File: src/design/svp_pkg.sv
`default_nettype none
// ----------------------------------------------------------------------------
// svp_pkg
// Shared types, constants and helpers for the sample voice player.
// ----------------------------------------------------------------------------
package svp_pkg;

  localparam int SVP_SAMPLE_WORDS_DEF  = 65536;
  localparam int SVP_FRACTION_BITS_DEF = 16;

  localparam int SMP_W   = 16;
  localparam int FRAME_W = 17;
  localparam int FETCH_W = FRAME_W + 1;
  localparam int PITCH_W = 21;
  localparam int PAN_W   = 17;
  localparam int CIDX_W  = 3;
  localparam int CDAT_W  = 21;
  localparam int MUL_W   = 31;
  localparam int PROD_W  = 2 * MUL_W;
  localparam int OUT_SH  = 45;

  localparam logic [SMP_W-1:0] Q15_ONE = 16'h8000;
  localparam logic [SMP_W-1:0] Q15_MAX = 16'h7FFF;

  typedef enum logic [CIDX_W-1:0] {
    CFG_NUM_CHANNELS = 3'd0,
    CFG_FRAMES       = 3'd1,
    CFG_LOOP_ENABLE  = 3'd2,
    CFG_TARGET_VOL   = 3'd3,
    CFG_RAMP_STEP    = 3'd4,
    CFG_PITCH_STEP   = 3'd5,
    CFG_SPATIAL_GAIN = 3'd6,
    CFG_PAN          = 3'd7
  } svp_cfg_idx_t;

  typedef struct packed {
    logic               stereo;
    logic [FRAME_W-1:0] frames;
    logic               loop_en;
    logic [SMP_W-1:0]   tgt;
    logic [SMP_W-1:0]   stp;
    logic [PITCH_W-1:0] pitch;
    logic [SMP_W-1:0]   gain;
    logic [SMP_W-1:0]   ldir;
    logic [SMP_W-1:0]   rdir;
  } svp_cfg_t;

  typedef enum logic [14:0] {
    ST_IDLE = 15'h0001,
    ST_GQ   = 15'h0002,
    ST_ML   = 15'h0004,
    ST_LF   = 15'h0008,
    ST_MR   = 15'h0010,
    ST_RF   = 15'h0020,
    ST_RC   = 15'h0040,
    ST_RAMP = 15'h0080,
    ST_Q1   = 15'h0100,
    ST_Q2   = 15'h0200,
    ST_Q3   = 15'h0400,
    ST_FL   = 15'h0800,
    ST_FR   = 15'h1000,
    ST_FW   = 15'h2000,
    ST_OUT  = 15'h4000
  } svp_state_t;

  function automatic logic [SMP_W-1:0] sat_q15(input logic [SMP_W-1:0] v);
    return (v > Q15_ONE) ? Q15_ONE : v;
  endfunction

  function automatic logic [SMP_W-1:0] mag_of(input logic [SMP_W-1:0] raw);
    return raw[SMP_W-1] ? SMP_W'(~raw + 16'd1) : raw;
  endfunction

  // Signed, saturated frame sample from the full unsigned product.
  function automatic logic [SMP_W-1:0] scale_out(input logic [PROD_W-1:0] prod,
                                                 input logic neg);
    logic [16:0] p;
    logic [15:0] c;
    p = prod[OUT_SH +: 17];
    if (neg) begin
      c = (p > 17'({1'b0, Q15_ONE})) ? Q15_ONE : p[15:0];
      return SMP_W'(~c + 16'd1);
    end
    return (p > 17'({1'b0, Q15_MAX})) ? Q15_MAX : p[15:0];
  endfunction

endpackage
`default_nettype wire

File: src/design/svp_mul.sv
`default_nettype none
// ----------------------------------------------------------------------------
// svp_mul
// Shared unsigned multiplier with registered product.
// ----------------------------------------------------------------------------
module svp_mul
  import svp_pkg::*;
(
  input  wire logic              clk,
  input  wire logic              en,
  input  wire logic [MUL_W-1:0]  a,
  input  wire logic [MUL_W-1:0]  b,
  output logic      [PROD_W-1:0] prod_r
);

  always_ff @(posedge clk) begin
    if (en) begin
      prod_r <= PROD_W'(a) * PROD_W'(b);
    end
  end

endmodule
`default_nettype wire

File: config.mk
export PLATFORM = sky130hd
export DESIGN_NAME = svp_mul
export DESIGN_NICKNAME = d
export VERILOG_FILES = /design/src/design/svp_pkg.sv /design/src/design/svp_mul.sv
export SDC_FILE = /design/constraint.sdc
export NUM_CORES = 2
export LEC_CHECK = 0
export BUFFER_PORTS_ARGS = -buffer_cell sky130_fd_sc_hd__buf_2
export CELL_PAD_IN_SITES_DETAIL_PLACEMENT = 1
export CELL_PAD_IN_SITES_GLOBAL_PLACEMENT = 1
export CORE_MARGIN = 2
export CORE_UTILIZATION = 50
export CTS_BUF_LIST = sky130_fd_sc_hd__clkbuf_16
export DETAILED_ROUTE_END_ITERATION = 7
export PLACE_DENSITY_LB_ADDON = 0.1
export SYNTH_ARGS = -nofsm -noshare
export SYNTH_HDL_FRONTEND = slang
export SYNTH_SLANG_ARGS = --single-unit
File: constraint.sdc
create_clock -name clk -period 11.7 [get_ports clk]
set_input_delay 0 -clock clk [delete_from_list [all_inputs] [get_ports clk]]
set_output_delay 0 -clock clk [all_outputs]
set_load 0.03 [all_outputs]
After elaboration in Yosys (flattened, before gate mapping)
Cells that the tools add are included.
{"block": "classes", "mul": 1}
{"operator": "multiplier 31 x 31 -> 62 bit", "n": 1}
{"block": "word_totals", "register_bits": 62, "output_inout_bits": 62}

Depth between registers and ports, before layout
{"block": "depth", "word_depth": 1, "mapped_depth": 27, "mapped_depth_nobuf": 25}

Worst setup path before layout
Ideal clock, no wire load.
{"block": "synth_timing", "path_type": "input-to-reg", "from": "in b[9]", "to": "reg prod_r[60] (data pin)", "arrival_ns": 6.364, "path_slack_ns": 5.076, "stages": 25, "path_buffers": 2, "cell_sequence": "clkbuf_1 > and2_1 > fa_1 > fa_1 > inv_1 > fa_1 > fa_1 > inv_1 > fa_1 > fa_1 > fa_1 > inv_1 > fa_1 > inv_1 > ha_1 > clkbuf_1 > nand4_1 > or4_1 > nor2_1 > and4_1 > inv_1 > o2111ai_1 > a31oi_1 > o21ai_2 > xor2_1"}
{"block": "synth_via", "elab_chain_cells": 1}
{"element": "start, declared", "line_no": "svp_mul.sv:12", "source": "input wire logic [MUL_W-1:0] b,"}
{"element": "multiplier 31 x 31 -> 62 bit", "line_no": "svp_mul.sv:18", "source": "prod_r <= PROD_W'(a) * PROD_W'(b);"}
{"element": "end signal, assigned", "line_no": "svp_mul.sv:18"}
{"element": "end, declared", "line_no": "svp_mul.sv:13", "source": "output logic [PROD_W-1:0] prod_r"}
No other way between the ends.
A chain may end at the register's enable or synchronous reset.

Worst setup path after layout
{"block": "layout_timing", "from": "in a[16]", "to": "reg prod_r[45] (data pin)"}
{"block": "layout_via", "elab_chain_cells": 1}
{"element": "start, declared", "line_no": "svp_mul.sv:11", "source": "input wire logic [MUL_W-1:0] a,"}
{"element": "multiplier 31 x 31 -> 62 bit", "line_no": "svp_mul.sv:18"}
No other way between the ends.

==> flow_results.xml <==
<?xml version="1.0" encoding="UTF-8"?>
<metrics>
  <group name="final_layout">
    <metric name="largest_register_ff_count" unit="">62</metric>
    <metric name="layout_nets" unit="">4606</metric>
    <metric name="largestRegisters" unit="">prod_r x62</metric>
    <metric name="largest_register" unit="">prod_r</metric>
    <metric name="drive_above_1_share" unit="">0.0475</metric>
    <metric name="synthToLayoutAreaGrowth" unit="%">3.77</metric>
  </group>
  <group name="setup_path">
    <metric name="worst-endpoint-required" unit="ns">11.76</metric>
    <metric name="critPathArrivalTime" unit="ns">7.87</metric>
    <metric name="critical_path.max_fanout" unit="">31</metric>
    <metric name="type_of_the_worst_setup_path" unit="">primary input to flop</metric>
    <metric name="timing.critical_path.to_type" unit="">flop</metric>
    <metric name="worstSetupStartpointType" unit="">primary input</metric>
  </group>
  <group name="placement">
    <metric name="gpl.final_weighted_congestion" unit="">0.891</metric>
    <metric name="dp_hpwl" unit="mm">82.2</metric>
    <metric name="place.port_buffers" unit="">125</metric>
  </group>
  <group name="clock_network">
    <metric name="cts_inserted_buffers" unit="">9</metric>
    <metric name="postCtsHoldBufs" unit="">0</metric>
    <metric name="tritoncts_clock_tree" unit="">built</metric>
    <metric name="cts.sink_count" unit="">62</metric>
    <metric name="htreeDepth" unit="">3</metric>
    <metric name="path_clk_slew" unit="ns">0.05</metric>
    <metric name="post_cts_resize_count" unit="">0</metric>
    <metric name="clock_tree.root_cell" unit="">sky130_fd_sc_hd__clkbuf_16</metric>
    <metric name="postCtsSetupRepairBufs" unit="">0</metric>
    <metric name="cts_buffer_depth" unit="">2</metric>
  </group>
  <group name="status">
    <metric name="outcome" unit="">finished clean</metric>
  </group>
  <group name="floorplanning">
    <metric name="die_y" unit="um">262</metric>
    <metric name="ios" unit="">126</metric>
    <metric name="num_rows" unit="">94</metric>
    <metric name="dieArea" unit="um2">68400</metric>
    <metric name="floorplan.core_area" unit="um2">65700</metric>
    <metric name="dieWidth" unit="um">262</metric>
    <metric name="start_util" unit="">0.505</metric>
  </group>
  <group name="yosys">
    <metric name="synthArstFlopShare" unit="">0</metric>
    <metric name="ys_seq_area_frac" unit="">0.0561</metric>
    <metric name="dominantRegCellSynth" unit="">sky130_fd_sc_hd__edfxtp_1</metric>
    <metric name="synth.cell_area" unit="um2">33200</metric>
    <metric name="syn-instance-count" unit="">3520</metric>
    <metric name="postSynthRegisterBits" unit="">62</metric>
    <metric name="synth_fp_nets" unit="">4676</metric>
    <metric name="post_synthesis_mean_instance_area" unit="um2">9.42</metric>
    <metric name="synth_enable_flop_cells" unit="">62</metric>
    <metric name="netlist-cell-type-count" unit="">57</metric>
    <metric name="yosys_warnings" unit="">0</metric>
  </group>
  <group name="routing">
    <metric name="final_antenna_net_count" unit="">0</metric>
    <metric name="wire_per_inst" unit="um">24.2</metric>
    <metric name="vias_per_cell" unit="">5.57</metric>
    <metric name="top_layer" unit="">met5</metric>
    <metric name="wl_met2" unit="mm">55.4</metric>
    <metric name="vias" unit="">24000</metric>
    <metric name="routed-wl-met3" unit="mm">4.75</metric>
    <metric name="drt_wl_total" unit="mm">104</metric>
    <metric name="met1_length" unit="mm">38.3</metric>
    <metric name="remaining_drc_errors" unit="">0</metric>
    <metric name="drt_pass1_iterations" unit="">5</metric>
    <metric name="first_iter_violations" unit="">1323</metric>
  </group>
  <group name="grt">
    <metric name="global_route.usage.total" unit="">0.317</metric>
    <metric name="maximum_number_of_pins_on_one_net_before_global_route_repair" unit="">63</metric>
    <metric name="via_count_of_the_first_global_routing_pass" unit="">28400</metric>
    <metric name="grt_antenna_before_repair" unit="">7</metric>
    <metric name="grt_first_pass_wirelength" unit="mm">162</metric>
    <metric name="grt_overflow" unit="">0</metric>
  </group>
  <group name="flow_run">
    <metric name="maxCapViolations" unit="">0</metric>
  </group>
  <group name="sta">
    <metric name="tightest_slew" unit="ns">0.986</metric>
    <metric name="report.final.slew_viol_count" unit="">0</metric>
    <metric name="finalSetupTns" unit="ns">0</metric>
    <metric name="setup_viol" unit="">0</metric>
    <metric name="slew-limit-headroom" unit="">0.343</metric>
    <metric name="finalWorstPathRequiredPeriod" unit="ns">7.81</metric>
    <metric name="final.period_utilization" unit="">0.667</metric>
    <metric name="report.final.hold_viol_count" unit="">0</metric>
    <metric name="setup_repair_after_global_routing_missed_its_margin" unit="">false</metric>
    <metric name="fmax" unit="MHz">128</metric>
  </group>
  <group name="min_path">
    <metric name="min-delay-path-class" unit="">primary input to flop</metric>
  </group>
</metrics>
==> kinds of logic (layout without fill, tap and decap cells) <==
| kind of cell | after synthesis | count (layout) | share of synthesized area |
|---|---|---|---|
| AO/OA/AOI/OAI | 210 | 210 | 0.0431 |
| XOR/XNOR | 60 | 60 | 0.0158 |
| adder cells (fa/ha/maj) | 1092 | 1092 | 0.601 |
| buffers and inverters | 981 | 915 | 0.111 |
| flip-flops | 62 | 62 | 0.0561 |
| multiplexers | 1 | 1 | 0.000339 |
| other | 0 | 1 | 0 |
| AND/OR/NAND/NOR | 1114 | 1114 | 0.172 |
==> cell usage in the layout, fill, tap and decap left out, types with 22 or more instances in the layout <==
master,n
sky130_fd_sc_hd__inv_1,769
sky130_fd_sc_hd__o21ai_0,22
sky130_fd_sc_hd__nor2_1,31
sky130_fd_sc_hd__buf_2,125
sky130_fd_sc_hd__xnor2_1,37
sky130_fd_sc_hd__xor2_1,23
sky130_fd_sc_hd__ha_1,255
sky130_fd_sc_hd__and2_1,525
sky130_fd_sc_hd__a21o_1,49
sky130_fd_sc_hd__edfxtp_1,62
sky130_fd_sc_hd__nand4_1,24
sky130_fd_sc_hd__fa_1,837
sky130_fd_sc_hd__a21oi_1,61
sky130_fd_sc_hd__nand2_1,482
==> cells in the mapped netlist (all sizes together), types with 5 or more instances <==
library cell / n / area, um2
nor3: 8 / 40.0
and2: 526 / 3290
a21oi: 62 / 314
nand3: 12 / 60.1
nor2b: 5 / 31.3
o211ai: 5 / 37.5
a211oi: 9 / 90.1
a31oi: 7 / 43.8
nor2: 31 / 116
ha: 255 / 3190
and3: 6 / 37.5
o21bai: 13 / 97.6
clkbuf: 201 / 754
a21o: 49 / 368
xor2: 23 / 201
edfxtp: 62 / 1860
fa: 837 / 16800
buf: 12 / 60.1
xnor2: 37 / 324
o21ai: 31 / 163
nand2: 482 / 1810
o21a: 9 / 67.6
inv: 768 / 2880
nand4: 25 / 163
==> per-layer routing <==
layer  vias up  GRT usage
met5         -          0
met4         6      0.152
met3       225     0.0358
met2       665      0.578
met1     13000      0.372
li1      10200          -
==> per-stage QoR <==
step           area, um2  utilization  hold slack (ns)  instances  setup slack, ns
2_1_floorplan      33200            -            0.112       3520             5.08
3_3_place_gp       34100        0.519            0.478       4303             3.79
3_5_place_dp       34100        0.519            0.479       4303             3.67
4_1_cts            34400        0.524            0.374       4318             3.99
5_1_grt            34400        0.524            0.407       4319             3.63
6_report           34400        0.524            0.358       4319             3.89
==> worst paths after layout <==
check / from / to / cells after the start
worst max-delay path: a[16] / prod_r[45]$_DFFE_PP_ / 22
worst min-delay path: en / prod_r[57]$_DFFE_PP_ / 2
==> critical path, cell delays in order <==
cell and delay (ns):
sky130_fd_sc_hd__buf_2 0.73, sky130_fd_sc_hd__and2_1 0.27, sky130_fd_sc_hd__fa_1 0.46, sky130_fd_sc_hd__fa_1 0.56, sky130_fd_sc_hd__inv_1 0.09, sky130_fd_sc_hd__fa_1 0.50
sky130_fd_sc_hd__fa_1 0.59, sky130_fd_sc_hd__inv_1 0.08, sky130_fd_sc_hd__fa_1 0.58, sky130_fd_sc_hd__fa_1 0.44, sky130_fd_sc_hd__fa_1 0.51, sky130_fd_sc_hd__fa_1 0.43
sky130_fd_sc_hd__ha_1 0.52, sky130_fd_sc_hd__nand2_1 0.16, sky130_fd_sc_hd__o21ai_0 0.49, sky130_fd_sc_hd__or3_1 0.21, sky130_fd_sc_hd__o2111ai_1 0.14, sky130_fd_sc_hd__o21ai_1 0.34
sky130_fd_sc_hd__o21ai_1 0.20, sky130_fd_sc_hd__o21ai_1 0.26, sky130_fd_sc_hd__a21boi_1 0.12, sky130_fd_sc_hd__xnor2_1 0.16
==> final cells by class <==
cell class | instances | area (um2)
inverters | 768 | 2880
repair buffers | 132 | 678
clock inverters | 6 | 78.8
clock buffers | 9 | 225
multi-input cells | 2477 | 27600
well taps | 864 | 1080
diodes | 1 | 2.50
flip-flops and latches | 62 | 1860
fillers | 7495 | 31300
Power is not shown: default switching activity piles up to over one toggle a cycle in this logic, so the estimate is an artifact.
