===== src/design/svp_pkg.sv =====
`default_nettype none
// ----------------------------------------------------------------------------
// svp_pkg
// Shared types, constants and helpers for the sample voice player.
// ----------------------------------------------------------------------------
package svp_pkg;

  localparam int SVP_SAMPLE_WORDS_DEF  = 65536;
  localparam int SVP_FRACTION_BITS_DEF = 16;

  localparam int SMP_W   = 16;
  localparam int FRAME_W = 17;
  localparam int FETCH_W = FRAME_W + 1;
  localparam int PITCH_W = 21;
  localparam int PAN_W   = 17;
  localparam int CIDX_W  = 3;
  localparam int CDAT_W  = 21;
  localparam int MUL_W   = 31;
  localparam int PROD_W  = 2 * MUL_W;
  localparam int OUT_SH  = 45;

  localparam logic [SMP_W-1:0] Q15_ONE = 16'h8000;
  localparam logic [SMP_W-1:0] Q15_MAX = 16'h7FFF;

  typedef enum logic [CIDX_W-1:0] {
    CFG_NUM_CHANNELS = 3'd0,
    CFG_FRAMES       = 3'd1,
    CFG_LOOP_ENABLE  = 3'd2,
    CFG_TARGET_VOL   = 3'd3,
    CFG_RAMP_STEP    = 3'd4,
    CFG_PITCH_STEP   = 3'd5,
    CFG_SPATIAL_GAIN = 3'd6,
    CFG_PAN          = 3'd7
  } svp_cfg_idx_t;

  typedef struct packed {
    logic               stereo;
    logic [FRAME_W-1:0] frames;
    logic               loop_en;
    logic [SMP_W-1:0]   tgt;
    logic [SMP_W-1:0]   stp;
    logic [PITCH_W-1:0] pitch;
    logic [SMP_W-1:0]   gain;
    logic [SMP_W-1:0]   ldir;
    logic [SMP_W-1:0]   rdir;
  } svp_cfg_t;

  typedef enum logic [14:0] {
    ST_IDLE = 15'h0001,
    ST_GQ   = 15'h0002,
    ST_ML   = 15'h0004,
    ST_LF   = 15'h0008,
    ST_MR   = 15'h0010,
    ST_RF   = 15'h0020,
    ST_RC   = 15'h0040,
    ST_RAMP = 15'h0080,
    ST_Q1   = 15'h0100,
    ST_Q2   = 15'h0200,
    ST_Q3   = 15'h0400,
    ST_FL   = 15'h0800,
    ST_FR   = 15'h1000,
    ST_FW   = 15'h2000,
    ST_OUT  = 15'h4000
  } svp_state_t;

  function automatic logic [SMP_W-1:0] sat_q15(input logic [SMP_W-1:0] v);
    return (v > Q15_ONE) ? Q15_ONE : v;
  endfunction

  function automatic logic [SMP_W-1:0] mag_of(input logic [SMP_W-1:0] raw);
    return raw[SMP_W-1] ? SMP_W'(~raw + 16'd1) : raw;
  endfunction

  // Signed, saturated frame sample from the full unsigned product.
  function automatic logic [SMP_W-1:0] scale_out(input logic [PROD_W-1:0] prod,
                                                 input logic neg);
    logic [16:0] p;
    logic [15:0] c;
    p = prod[OUT_SH +: 17];
    if (neg) begin
      c = (p > 17'({1'b0, Q15_ONE})) ? Q15_ONE : p[15:0];
      return SMP_W'(~c + 16'd1);
    end
    return (p > 17'({1'b0, Q15_MAX})) ? Q15_MAX : p[15:0];
  endfunction

endpackage
`default_nettype wire


===== src/design/svp_cfg.sv =====
`default_nettype none
// ----------------------------------------------------------------------------
// svp_cfg
// Configuration registers and the saturated gain and pan factors.
// ----------------------------------------------------------------------------
module svp_cfg
  import svp_pkg::*;
(
  input  wire logic              clk,
  input  wire logic              rst_n,
  input  wire logic              cfg_wr_en,
  input  wire logic [CIDX_W-1:0] cfg_index,
  input  wire logic [CDAT_W-1:0] cfg_wdata,
  output svp_cfg_t               cfg
);

  localparam logic signed [PAN_W-1:0] PAN_MAX = 17'sd32768;
  localparam logic signed [PAN_W-1:0] PAN_MIN = -17'sd32768;

  logic [1:0]         nch_r;
  logic [FRAME_W-1:0] frames_r;
  logic               loop_r;
  logic [SMP_W-1:0]   tgt_r;
  logic [SMP_W-1:0]   stp_r;
  logic [PITCH_W-1:0] pitch_r;
  logic [SMP_W-1:0]   gain_r;
  logic [PAN_W-1:0]   pan_r;

  logic signed [PAN_W-1:0] pan_s;
  logic [PAN_W-1:0]        pan_u;

  always_ff @(posedge clk) begin
    if (!rst_n) begin
      nch_r    <= 2'd2;
      frames_r <= 17'd1;
      loop_r   <= 1'b0;
      tgt_r    <= 16'd0;
      stp_r    <= Q15_ONE;
      pitch_r  <= 21'd65536;
      gain_r   <= Q15_ONE;
      pan_r    <= 17'd0;
    end else if (cfg_wr_en) begin
      case (svp_cfg_idx_t'(cfg_index))
        CFG_NUM_CHANNELS: nch_r    <= cfg_wdata[1:0];
        CFG_FRAMES:       frames_r <= cfg_wdata[FRAME_W-1:0];
        CFG_LOOP_ENABLE:  loop_r   <= cfg_wdata[0];
        CFG_TARGET_VOL:   tgt_r    <= cfg_wdata[SMP_W-1:0];
        CFG_RAMP_STEP:    stp_r    <= cfg_wdata[SMP_W-1:0];
        CFG_PITCH_STEP:   pitch_r  <= cfg_wdata;
        CFG_SPATIAL_GAIN: gain_r   <= cfg_wdata[SMP_W-1:0];
        CFG_PAN:          pan_r    <= cfg_wdata[PAN_W-1:0];
        default: ;
      endcase
    end
  end

  always_comb begin
    pan_s = $signed(pan_r);
    if (pan_s > PAN_MAX) begin
      pan_s = PAN_MAX;
    end else if (pan_s < PAN_MIN) begin
      pan_s = PAN_MIN;
    end
    pan_u = $unsigned(pan_s);

    cfg.stereo  = nch_r[1];
    cfg.frames  = frames_r;
    cfg.loop_en = loop_r;
    cfg.tgt     = sat_q15(tgt_r);
    cfg.stp     = sat_q15(stp_r);
    cfg.pitch   = pitch_r;
    cfg.gain    = sat_q15(gain_r);
    cfg.ldir    = (pan_s > 17'sd0) ? SMP_W'(17'({1'b0, Q15_ONE}) - pan_u) : Q15_ONE;
    cfg.rdir    = (pan_s < 17'sd0) ? SMP_W'(17'({1'b0, Q15_ONE}) + pan_u) : Q15_ONE;
  end

endmodule
`default_nettype wire


===== config.mk =====
export PLATFORM = sky130hd
export DESIGN_NAME = svp_cfg
export DESIGN_NICKNAME = d
export VERILOG_FILES = /design/src/design/svp_pkg.sv /design/src/design/svp_cfg.sv
export SDC_FILE = /design/constraint.sdc
export NUM_CORES = 1
export LEC_CHECK = 0
export BUFFER_PORTS_ARGS = -buffer_cell sky130_fd_sc_hd__buf_2
export CAP_MARGIN = 20
export CORE_AREA = 2 2 99 101
export CTS_CLUSTER_DIAMETER = 200
export DETAILED_ROUTE_END_ITERATION = 8
export DIE_AREA = 0 0 101 103
export HOLD_SLACK_MARGIN = 0.06
export PLACE_DENSITY_LB_ADDON = 0.08
export SETUP_SLACK_MARGIN = 0.05
export SYNTH_ARGS = -nofsm -noshare
export SYNTH_HDL_FRONTEND = slang
export SYNTH_SLANG_ARGS = --single-unit

===== constraint.sdc =====
create_clock -name clk -period 4.62 [get_ports clk]
set_input_delay 0.231 -clock clk [delete_from_list [all_inputs] [get_ports clk]]
set_output_delay 0.231 -clock clk [all_outputs]
set_load 0.05 [all_outputs]

## Word level (Yosys, flattened, before mapping)

Cells that the tools add are included.

| cells by class | value |
|---|---|
| $add $sub $neg | 2 |
| order comparisons | 7 |
| equal/unequal tests | 7 |
| multiplexer cells | 7 |
| reduce and logical (&&, ||, !) cells | 9 |

Operator list:

| cell | count |
|---|---|
| 16-bit 2-to-1 mux | 5 |
| 16-bit > comparator, second input constant | 3 |
| 17-bit 2-to-1 mux | 2 |
| 17-bit by 1-bit > comparator with 1-bit output, second input constant | 1 |
| 17-bit > comparator, second input constant | 1 |
| 17-bit by 1-bit less-than comparator with 1-bit output, second input constant | 1 |
| 17-bit by 16-bit less-than comparator with 1-bit output, second input constant | 1 |
| 16-bit adder, first input constant | 1 |
| 2-bit AND reduction | 8 |
| 16-bit subtractor, first input constant | 1 |
| 3-bit == test, second input constant | 4 |
| 3-bit by 2-bit == test with 1-bit output, second input constant | 2 |
| 3-bit by 1-bit == test with 1-bit output, second input constant | 1 |
| 3-bit zero test | 1 |

| storage, ports and cells | value |
|---|---|
| register bits | 106 |
| logic and storage cells | 40 |

## Depth between registers and ports, before layout

| logic depth | value |
|---|---|
| depth in word-level cells | 5 |
| depth in mapped cells | 9 |

## Worst setup path after synthesis

No wires, ideal clock.

| path | value |
|---|---|
| path type | register to output |
| start | register pan_r[2] |
| end | output cfg[21] in the netlist's numbering |
| arrival | 3,306 ps |
| data required time | 4,389 ps |
| path slack | 1,083 ps |
| cell stages (with the launch flop) | 6 |
| cell sequence | dfxtp_1 > or4_1 > buf_6 > nor4_4 > a21oi_2 > nor4b_1 |

RTL lines:

| element | RTL line | source |
|---|---|---|
| start: declaration | svp_cfg.sv:27 | `logic [PAN_W-1:0] pan_r;` |
| start signal: assignment | svp_cfg.sv:51 | `CFG_PAN: pan_r <= cfg_wdata[PAN_W-1:0];` |
| end: declaration | svp_cfg.sv:14 | `output svp_cfg_t cfg` |

==> summary.md <==
| Metric | Value |
|---|---|
| Power per standard cell area | just over 300 nW/um^2 |
| Area growth from synthesis to layout | 17.87% |
| Number of hold violations in the final report | 0 |
| Number of global-route vias before repair | ~4100 |
| Site Rows | 36 |
| Initial Utilization | between 50% and 60% |
| Postcts setup bufs | 0 |
| Maximum fanout count along the critical path | 23 |
| Skew-Pair Late Insertion Delay | around 370 ps |
| WL/cell | 15.98 um |
| Most instantiated flip-flop cell in the synthesis netlist | dfxtp_1 |
| Worst slew slack as a fraction of its limit | about 32% |
| Routed Wire Length | between 10000 and 15000 um |
| Post-route cell area | between 5000 and 6000 um^2 |
| Die X-Extent | 101 um |
| Multiplexer fraction of the synthesized cell area | less than 1% |
| Worst Setup Slack post-DPL | between 1000 and 1500 ps |
| Distinct cell type count of the synthesized netlist | 54 |
| Final hold slack | 112.6 ps |
| Final net count | ~790 |
| TritonCTS buffer count | 9 |
| Fraction of synthesis flops using an asynchronous set or reset pin | 0% |
| Die extent in y | 103 um |
| Vias per Instance | about 5.5 |
| Top cells by area, synth | dfxtp_1 (41%), nand2_1 (16%), a21boi_0 (15%), nor2b_1 (6.0%), clkbuf_1 (3.0%) |
| Cell area reported after detailed placement | slightly below 6000 um^2 |
| Die Area | approximately 10000 um^2 |
| Instance count of the mapped netlist | 649 |
| Setup TNS Final | 0 ps |
| Share of the synthesized area in the top cell type | 41.41% |
| Share of cells above drive strength 1 | 24.42% |
| Fraction of the yosys area taken by sequential cells | roughly two fifths |
| Number of buffers between clock root and the deepest sink | 2 |
| Complex-gate fraction of the synthesized area | between 20 and 25% |
| Total power consumption of the routed design | around 1.9 mW |
| Global-route congestion overflow total | 0 |
| Path type of the worst setup path | reg2out |
| Data required time at the worst endpoint | 4390 ps |
| Number of placed cells counting well taps | ~870 |
| Global-route total usage across every layer | a little over a quarter |
| Worst-Margin Slew | 1014 ps |
| Startpoint of the worst setup timing path | pan_r[16]$_SDFFE_PN0P_ |
| Element type at the critical path end | output port |
| DP HPWL | a little under 10000 um |
| Syn. warnings | 0 |
| Post-synthesis share of cell area spent on and, or, nand and nor gates | 31.87% |
| Outcome | complete, no violations |
| Number of DRC violations after detailed routing | 0 |
| R2R Path Start | pan_r[16]$_SDFFE_PN0P_ |
| EDFF count, synth | 0 |
| XOR/XNOR share of the synthesized area | less than 1% |
| Net count after synthesis | a little under 700 |
| Total of cells resized after clock tree synthesis | 0 |
| Number of vias in the routed layout | 4858 |
| Clock Skew | 0 ps |
| Lkg Pwr | approximately 2.5 nW |
| Peak supply drop | around 220 uV |
| Number of design-rule violations left by the first detailed-router iteration | 200 |
| Max capacitance violation total | 0 |
| Type of element launching the critical path | register |
| Setup slack of the critical path after layout | 940.6 ps |
| Unrepaired setup endpoints after global routing | false |
| Clock tree sinks | ~110 |
| Largest area contributor in the netlist | dfxtp_1 |
| Data arrival, critical path | between 3000 and 4000 ps |
| Syn avg cell area | approximately 7.8 um^2 |
| Count of pins over their slew limit | 0 |
| Wire length of the first global-routing pass | about 21000 um |
| Largest net degree at the start of global routing | about 110 |
| Antenna violations before repair | 0 |
| Final Setup Violations | 0 |
| Post-layout min period | between 3000 and 4000 ps |
| Mapped Area | approximately 5100 um^2 |
| Maximum clock frequency | roughly 270 MHz |
| Combinational family with the most area after synthesis | simple AND/OR/NAND/NOR gates |
| Type of the worst min-delay path | in2reg |
| Startpoint of the lowest-slack hold path | cfg_wdata[20] |
| RePlAce Congestion | just under 0.9 |
| Number of nets still failing antenna checks after routing | 0 |
| Antenna diodes | 0 |
| Clk root buf | clkbuf_8 |
| Adder-cell share of the synthesized area | less than 1% |
| Yosys reg bits | about 110 |
| Share of the core filled with cells | between 60% and 70% |
| Total core area | roughly 9500 um^2 |
| Htree depth | 3 |
| TritonCTS clock tree | done |
| First-pass DRT Iterations | 5 |
| Fraction of the cycle the final worst path needs | between 70% and 80% |
| Hold buffers post-CTS | 0 |
| Number of I/O pins | roughly 150 |
| Clock-pin transition on the worst setup and hold timing paths | roughly 110 ps |
| Filler cell count | approximately 880 |
| Non-filler instance count after layout | ~880 |
| # port buffers | between 100 and 150 |
layer usage:
layer | GRT usage (%) | share of wire, %
met5 | 0 | 0
met4 | 7.380 | 0.94
met3 | 5.153 | 5.6
met2 | 43.38 | 48
met1 | 35.85 | 45
cells in the final DEF, fill, tap and decap left out, types with 3 or more instances in the layout:
cell type and count:
nand2_1 215, buf_2 146, dfxtp_1 105, a21boi_0 100, nor2b_1 49, nor3_1 14, and3_1 13, nor4_1 13
nor2_1 10, clkbuf_8 9, nand3_1 7, o21ai_0 7, buf_4 7, inv_1 6, nand2b_1 5, or4_1 3
or2_2 3, a31oi_1 3, nand4_1 3, a41oi_1 3
sequential cells by signal, indices dropped and copies added, names as in the netlist:
name and cells:
stp_r 16, nch_r 1, loop_r 1, pitch_r 21
frames_r 17, pan_r 17, tgt_r 16, gain_r 16
kinds of logic (layout without fill, tap and decap cells):
logic type      Yosys count  count (layout)
compound gates          135             135
mux                       3               3
flops                   105             105
simple gates            347             347
buf+inv                  55             176
fa+ha+maj                 1               1
xor+xnor                  3               3
worst max-delay path, cell delays in order, from the launching register on:
cell,delay (ps)
dfxtp_1,750
xnor2_1,150
buf_4,200
nand2_1,100
ha_1,160
or4b_2,620
o41ai_2,720
nor4_1,140
buf_2,250
final timing paths:
| path | to | slack [ps] | cells after the start |
|---|---|---|---|
| worst max-delay path | cfg[23] | 940 | 8 |
| worst min-delay path | pitch_r[20]$_SDFFE_PN0P_ | 110 | 3 |
| worst max register to register | pan_r[16]$_SDFFE_PN0P_ | 3510 | 2 |
| worst min register to register | frames_r[16]$_SDFFE_PN0P_ | 470 | 2 |
synthesized netlist by cell type (2+ instances only):
| cell type | n |
|---|---|
| nand2_1 | 215 |
| dfxtp_1 | 105 |
| a21boi_0 | 100 |
| nor2b_1 | 49 |
| clkbuf_1 | 41 |
| nor3_1 | 14 |
| and3_1 | 13 |
| nor4_1 | 13 |
| nor2_1 | 10 |
| nand3_1 | 7 |
| o21ai_0 | 7 |
| inv_1 | 6 |
| nand2b_1 | 5 |
| a31oi_1 | 3 |
| a41oi_1 | 3 |
| clkbuf_8 | 3 |
| nand4_1 | 3 |
| or2_2 | 3 |
| or4_1 | 3 |
| a211o_2 | 2 |
| a21oi_1 | 2 |
| a311oi_1 | 2 |
| buf_4 | 2 |
| mux2i_1 | 2 |
| nor4b_1 | 2 |
| o211ai_1 | 2 |
| o31a_1 | 2 |
| or3_1 | 2 |
| or3_2 | 2 |
| xnor2_1 | 2 |
power by group:
group          leakage (nW)  switching (mW)  total (mW)  internal (mW)
combinational          1.57           0.220       0.309         0.0890
sequential            0.850          0.0184       0.943          0.924
clock                 0.108           0.338       0.600          0.262
total                  2.53           0.576        1.85           1.28
area by class of cell:
class / count / area (um^2) / area share, %
multi-input cells: 489 / 2721 / 45.48
clock inverters: 7 / 83.83 / 1.401
flip-flops and latches: 105 / 2102 / 35.13
inverters: 7 / 26.28 / 0.4391
clock buffers: 9 / 123.9 / 2.070
repair buffers: 153 / 783.3 / 13.09
well taps: 114 / 142.6 / 2.384
Power figures use the tool's default switching activity.
